**src/rtl/ugct_pkg.sv**
```systemverilog
package ugct_pkg;

  localparam int MAX_CELLS     = 4096;
  localparam int CELL_BITS     = $clog2(MAX_CELLS);
  localparam int PARTICLE_BITS = 16;
  localparam int COUNT_BITS    = 16;
  localparam int CFG_W         = 24;
  localparam int RES_W         = 13;

  localparam logic [PARTICLE_BITS-1:0] HEAD_EMPTY = {PARTICLE_BITS{1'b1}};
  localparam logic [COUNT_BITS-1:0]    COUNT_MAX  = {COUNT_BITS{1'b1}};

  // binning datapath widths
  localparam int DIFF_W = 26;
  localparam int HALF_W = 12;
  localparam int PROD_W = DIFF_W + HALF_W;
  localparam int SUM_W  = PROD_W + HALF_W;
  localparam int IDX_W  = DIFF_W + 1;
  localparam int ROW_W  = IDX_W + RES_W + 2;
  localparam int CELL_W = ROW_W + RES_W + 2;
  localparam int BASE_W = 40;
  localparam int SZ_W   = 2 * RES_W;

  typedef enum logic [1:0] {
    KIND_INSERT = 2'd0,
    KIND_QUERY  = 2'd1,
    KIND_CLEAR  = 2'd2
  } kind_e;

  typedef enum logic [2:0] {
    CFG_MIN_X      = 3'd0,
    CFG_MIN_Y      = 3'd1,
    CFG_MIN_Z      = 3'd2,
    CFG_INV_CELL   = 3'd3,
    CFG_RES_X      = 3'd4,
    CFG_RES_Y      = 3'd5,
    CFG_RES_Z      = 3'd6,
    CFG_CELL_TOTAL = 3'd7
  } cfg_idx_e;

  typedef enum logic [2:0] {
    F_IDLE, F_MUL, F_BIN, F_ROW, F_CELL, F_PUSH
  } front_state_e;

  typedef enum logic [2:0] {
    B_CLR, B_IDLE, B_CALC, B_RD, B_EMIT
  } back_state_e;

  typedef struct packed {
    logic signed [CFG_W-1:0] min_x;
    logic signed [CFG_W-1:0] min_y;
    logic signed [CFG_W-1:0] min_z;
    logic [CFG_W-1:0]        inv_cell_size;
    logic [RES_W-1:0]        res_x;
    logic [RES_W-1:0]        res_y;
    logic [RES_W-1:0]        res_z;
    logic [RES_W-1:0]        cell_total;
  } cfg_t;

  typedef struct packed {
    kind_e                    kind;
    logic                     hit;
    logic [BASE_W-1:0]        base;
    logic [PARTICLE_BITS-1:0] particle;
    logic [SZ_W-1:0]          sz;
  } cmd_t;

  typedef struct packed {
    logic clearing;
  } back_status_t;

endpackage

```
**src/rtl/ugct_fifo.sv**
```systemverilog
module ugct_fifo (
  input  logic           clk_i,
  input  logic           rst_ni,
  input  logic           push_i,
  input  ugct_pkg::cmd_t data_i,
  output logic           full_o,
  input  logic           pop_i,
  output ugct_pkg::cmd_t data_o,
  output logic           empty_o
);
  import ugct_pkg::*;

  cmd_t       slot_q [2];
  logic       wr_ptr_q, rd_ptr_q;
  logic [1:0] cnt_q;

  assign full_o  = (cnt_q == 2'd2);
  assign empty_o = (cnt_q == 2'd0);
  assign data_o  = slot_q[rd_ptr_q];

  always_ff @(posedge clk_i) begin
    if (push_i) slot_q[wr_ptr_q] <= data_i;
  end

  always_ff @(posedge clk_i or negedge rst_ni) begin
    if (!rst_ni) begin
      wr_ptr_q <= 1'b0;
      rd_ptr_q <= 1'b0;
      cnt_q    <= 2'd0;
    end else begin
      if (push_i) wr_ptr_q <= ~wr_ptr_q;
      if (pop_i)  rd_ptr_q <= ~rd_ptr_q;
      cnt_q <= cnt_q + 2'(push_i) - 2'(pop_i);
    end
  end

endmodule

```
**config.mk**
```make
export PLATFORM = sky130hd
export DESIGN_NAME = ugct_fifo
export DESIGN_NICKNAME = d
export VERILOG_FILES = /design/src/rtl/ugct_pkg.sv /design/src/rtl/ugct_fifo.sv
export SDC_FILE = /design/constraint.sdc
export NUM_CORES = 1
export LEC_CHECK = 0
export BUFFER_PORTS_ARGS = -buffer_cell sky130_fd_sc_hd__clkbuf_2
export CAP_MARGIN = 25
export CORE_ASPECT_RATIO = 1.75
export CORE_MARGIN = 2
export CORE_UTILIZATION = 56
export CTS_CLUSTER_DIAMETER = 200
export DETAILED_ROUTE_END_ITERATION = 16
export PLACE_DENSITY = 0.94
export SLEW_MARGIN = 20
export SYNTH_ARGS = -nofsm -noshare
export SYNTH_HDL_FRONTEND = slang
export SYNTH_SLANG_ARGS = --single-unit
```
**constraint.sdc**
```tcl
create_clock -name clk_i -period 7.25 [get_ports clk_i]
set_input_delay 0.3625 -clock clk_i [delete_from_list [all_inputs] [get_ports clk_i]]
set_output_delay 0.3625 -clock clk_i [all_outputs]
set_load 0.02 [all_outputs]
```
==> impl_metrics.yaml <==
sta:
  tightest_slew_ns: 0.819
  setup_viol: 0
  slew_viol_final: 0
  fin_skew_ns: 0.00799
  tns_ns: 0
  hold_viol: 0
  rsz0062_at_grt: "no"
  finalCritPeriodShare: 0.401
  period_minus_slack_ns: 2.91
  max_freq_mhz: 344
  relSlewSlack: 0.454
routing:
  postRouteAntennaNets: 0
  drt-wirelength-per-cell_um: 18.6
  firstDrtPassIters: 4
  vias_per_cell: 5.28
  vias: 3254
  wirelength_um: 11500
  drt_first_iter_violations: 160
  drc: 0
yosys:
  synth_cell_types: 15
  syn-cell-area_um2: 6540
  syn_inst: 280
  yosysWarnings: 0
  ys_ff_latch: 174
  syn_avg_cell_area_um2: 23.3
  synth.area.top_cells: "edfxtp_1 (78%), mux2_4 (9.2%), mux2_2 (7.8%), dfrtp_1 (1.5%), buf_12 (1.2%)"
  yosysTopAreaCell: "edfxtp_1"
  yosysTopAreaCellShare: 0.781
  yosysSeqAreaShare: 0.796
  syn-num-nets: 371
floorplanning:
  fp.dieArea_um2: 12600
  core_area_um2: 11500
  row_count: 52
  start_util: 0.571
  dieHeight_um: 147
  die_x_um: 85.7
  ios: 176
clocking:
  clockRootBuffer: "clkbuf_16"
  post_cts_resized: 0
  cts_buffers: 17
  path_clk_slew_ns: 0.06
  cts_hold_buf: 1
  cts_setup_buffers: 0
  clkLatencyLatePin_ns: 0.41
  clkSinkCount: 174
  cts_tree: "yes"
  cts_buffer_depth: 2
  htreeDepth: 4
power_and_ir_drop:
  powerDensity_nw_per_um2: 412
  p_leak_nw: 3.23
  ir_drop_v: 0.000361
critical_path:
  worstSetupPathType: "reg -> out"
  crit_start: "rd_ptr_q$_DFFE_PN0P_"
  cp_max_fo: 45
  reg2reg_slack_ns: 5.62
  r2r-start: "wr_ptr_q$_DFFE_PN0P_"
  end_kind: "primary output"
  cp-start-kind: "flip-flop"
  cp.required_ns: 6.89
  arrival_ns: 2.54
global_route:
  track_usage: 0.187
  grt_antenna_before_repair: 1
  first_global_vias: 3551
  grt_pass1_wl_um: 17500
  grt_max_degree: 86
  overflow: 0
finish:
  drive_gt1_frac: 0.615
  final_nets: 559
  antenna_cells: 0
  fill_cells: 700
  multi_input_area_um2: 1210
  fin_cells: 616
  syn_to_final_growth_pct: 23.7
  regArea_um2: 5210
min_path:
  min_from: "data_i[34]"
  min_path_type: "in -> reg"
job:
  max_cap_viol_count: 0
run_status:
  status: "completed"
placement:
  routabilityCongestion: 0.766
  io_buffer_count: 175
  dp_hpwl_um: 7750
  dp.cells: 583
[layout by cell type, fill, tap and decap left out]
cell           synthesis  routed
ha_1                   2       2
inv_1                  2       2
clkinv_1               0       2
dfrtp_4                0       1
buf_4                  0       1
nor2b_4                0       1
nor2_1                 1       1
clkinv_2               0       2
mux2_2                45      45
buf_16                 0       1
clkinvlp_4             0       4
xor3_1                 1       1
dfrtp_1                4       3
clkbuf_2               0     175
and2_4                 0       1
buf_6                  1       1
mux2_4                40      40
xor2_1                 2       2
nor2b_1                2       1
dlygate4sd3_1          0       1
inv_8                  0       1
clkbuf_16              0      17
inv_6                  0       5
edfxtp_1             170     170
bufinv_16              0       1
[synthesized netlist by cell type, drive strengths merged]
master and count:
and2 1, buf 10, dfrtp 4, edfxtp 170, ha 2, inv 2
mux2 85, nor2 1, nor2b 2, xor2 2, xor3 1
[critical path, stage by stage (launching register included)]
cell and delay, ns:
dfrtp_4 0.85, buf_4 0.65, mux2_2 0.41, clkbuf_2 0.15
[per-stage QoR]
step                setup slack [ns]   util  cell area, um2  total power (W)  hold WS (ns)
finish                          4.34  0.706            8080          0.00333         0.134
global route                    4.19  0.706            8080          0.00347         0.120
CTS                             4.28  0.705            8080          0.00337         0.119
detailed placement              4.73  0.656            7510          0.00252         0.182
global placement                4.80  0.653            7480          0.00247         0.176
floorplan                       2.54      -            6540          0.00226        0.0669
[where the power goes]
part	leakage [nW]	total, W	internal, W	switching, W
clock network	0.264	0.000848	0.000476	0.000372
logic	1.33	0.00104	0.000456	0.000581
registers	1.64	0.00145	0.00134	0.000109
total	3.23	0.00333	0.00227	0.00106
[final timing paths]
path	to	depth (start not counted)
min in group asynchronous	rd_ptr_q$_DFFE_PN0P_	2
setup reg to reg	slot_q[0][20]$_DFFE_PP_	2
hold reg to reg	wr_ptr_q$_DFFE_PN0P_	1
setup / recovery	data_o[84]	3
max in group asynchronous	rd_ptr_q$_DFFE_PN0P_	2
hold / removal	slot_q[0][34]$_DFFE_PP_	1
[metal layers]
layer | vias to the layer above | wire, um | global-route usage
li1 | 1491 | - | -
met1 | 1594 | 4010 | 0.200
met2 | 129 | 6280 | 0.328
met3 | 38 | 642 | 0.0449
met4 | 2 | 536 | 0.115
met5 | - | 13 | 0
[state kept, by name, summed over array words and instances, names as in the netlist]
name / cells
slot_q: 170
cnt_q: 2
rd_ptr_q: 1
wr_ptr_q: 1
[final cells by class]
cell class | count | share of cell area
Clock buffer | 17 | 0.0526
Sequential cell | 174 | 0.645
Clock inverter | 15 | 0.0164
Multi-Input combinational cell | 94 | 0.149
Inverter | 2 | 0.000929
Tap cell | 135 | 0.0209
Timing Repair Buffer | 179 | 0.115
[cell families (layout without fill, tap and decap cells)]
| family | after synthesis | after routing | synth area share |
|---|---|---|---|
| XOR/XNOR | 3 | 3 | 0.00632 |
| adder cells (fa/ha/maj) | 2 | 2 | 0.00383 |
| buffers and inverters | 12 | 213 | 0.0205 |
| flip-flops | 174 | 174 | 0.796 |
| multiplexers | 85 | 85 | 0.169 |
| AND/OR/NAND/NOR | 4 | 4 | 0.00345 |
Note: power is estimated with default switching activity, not from simulation.
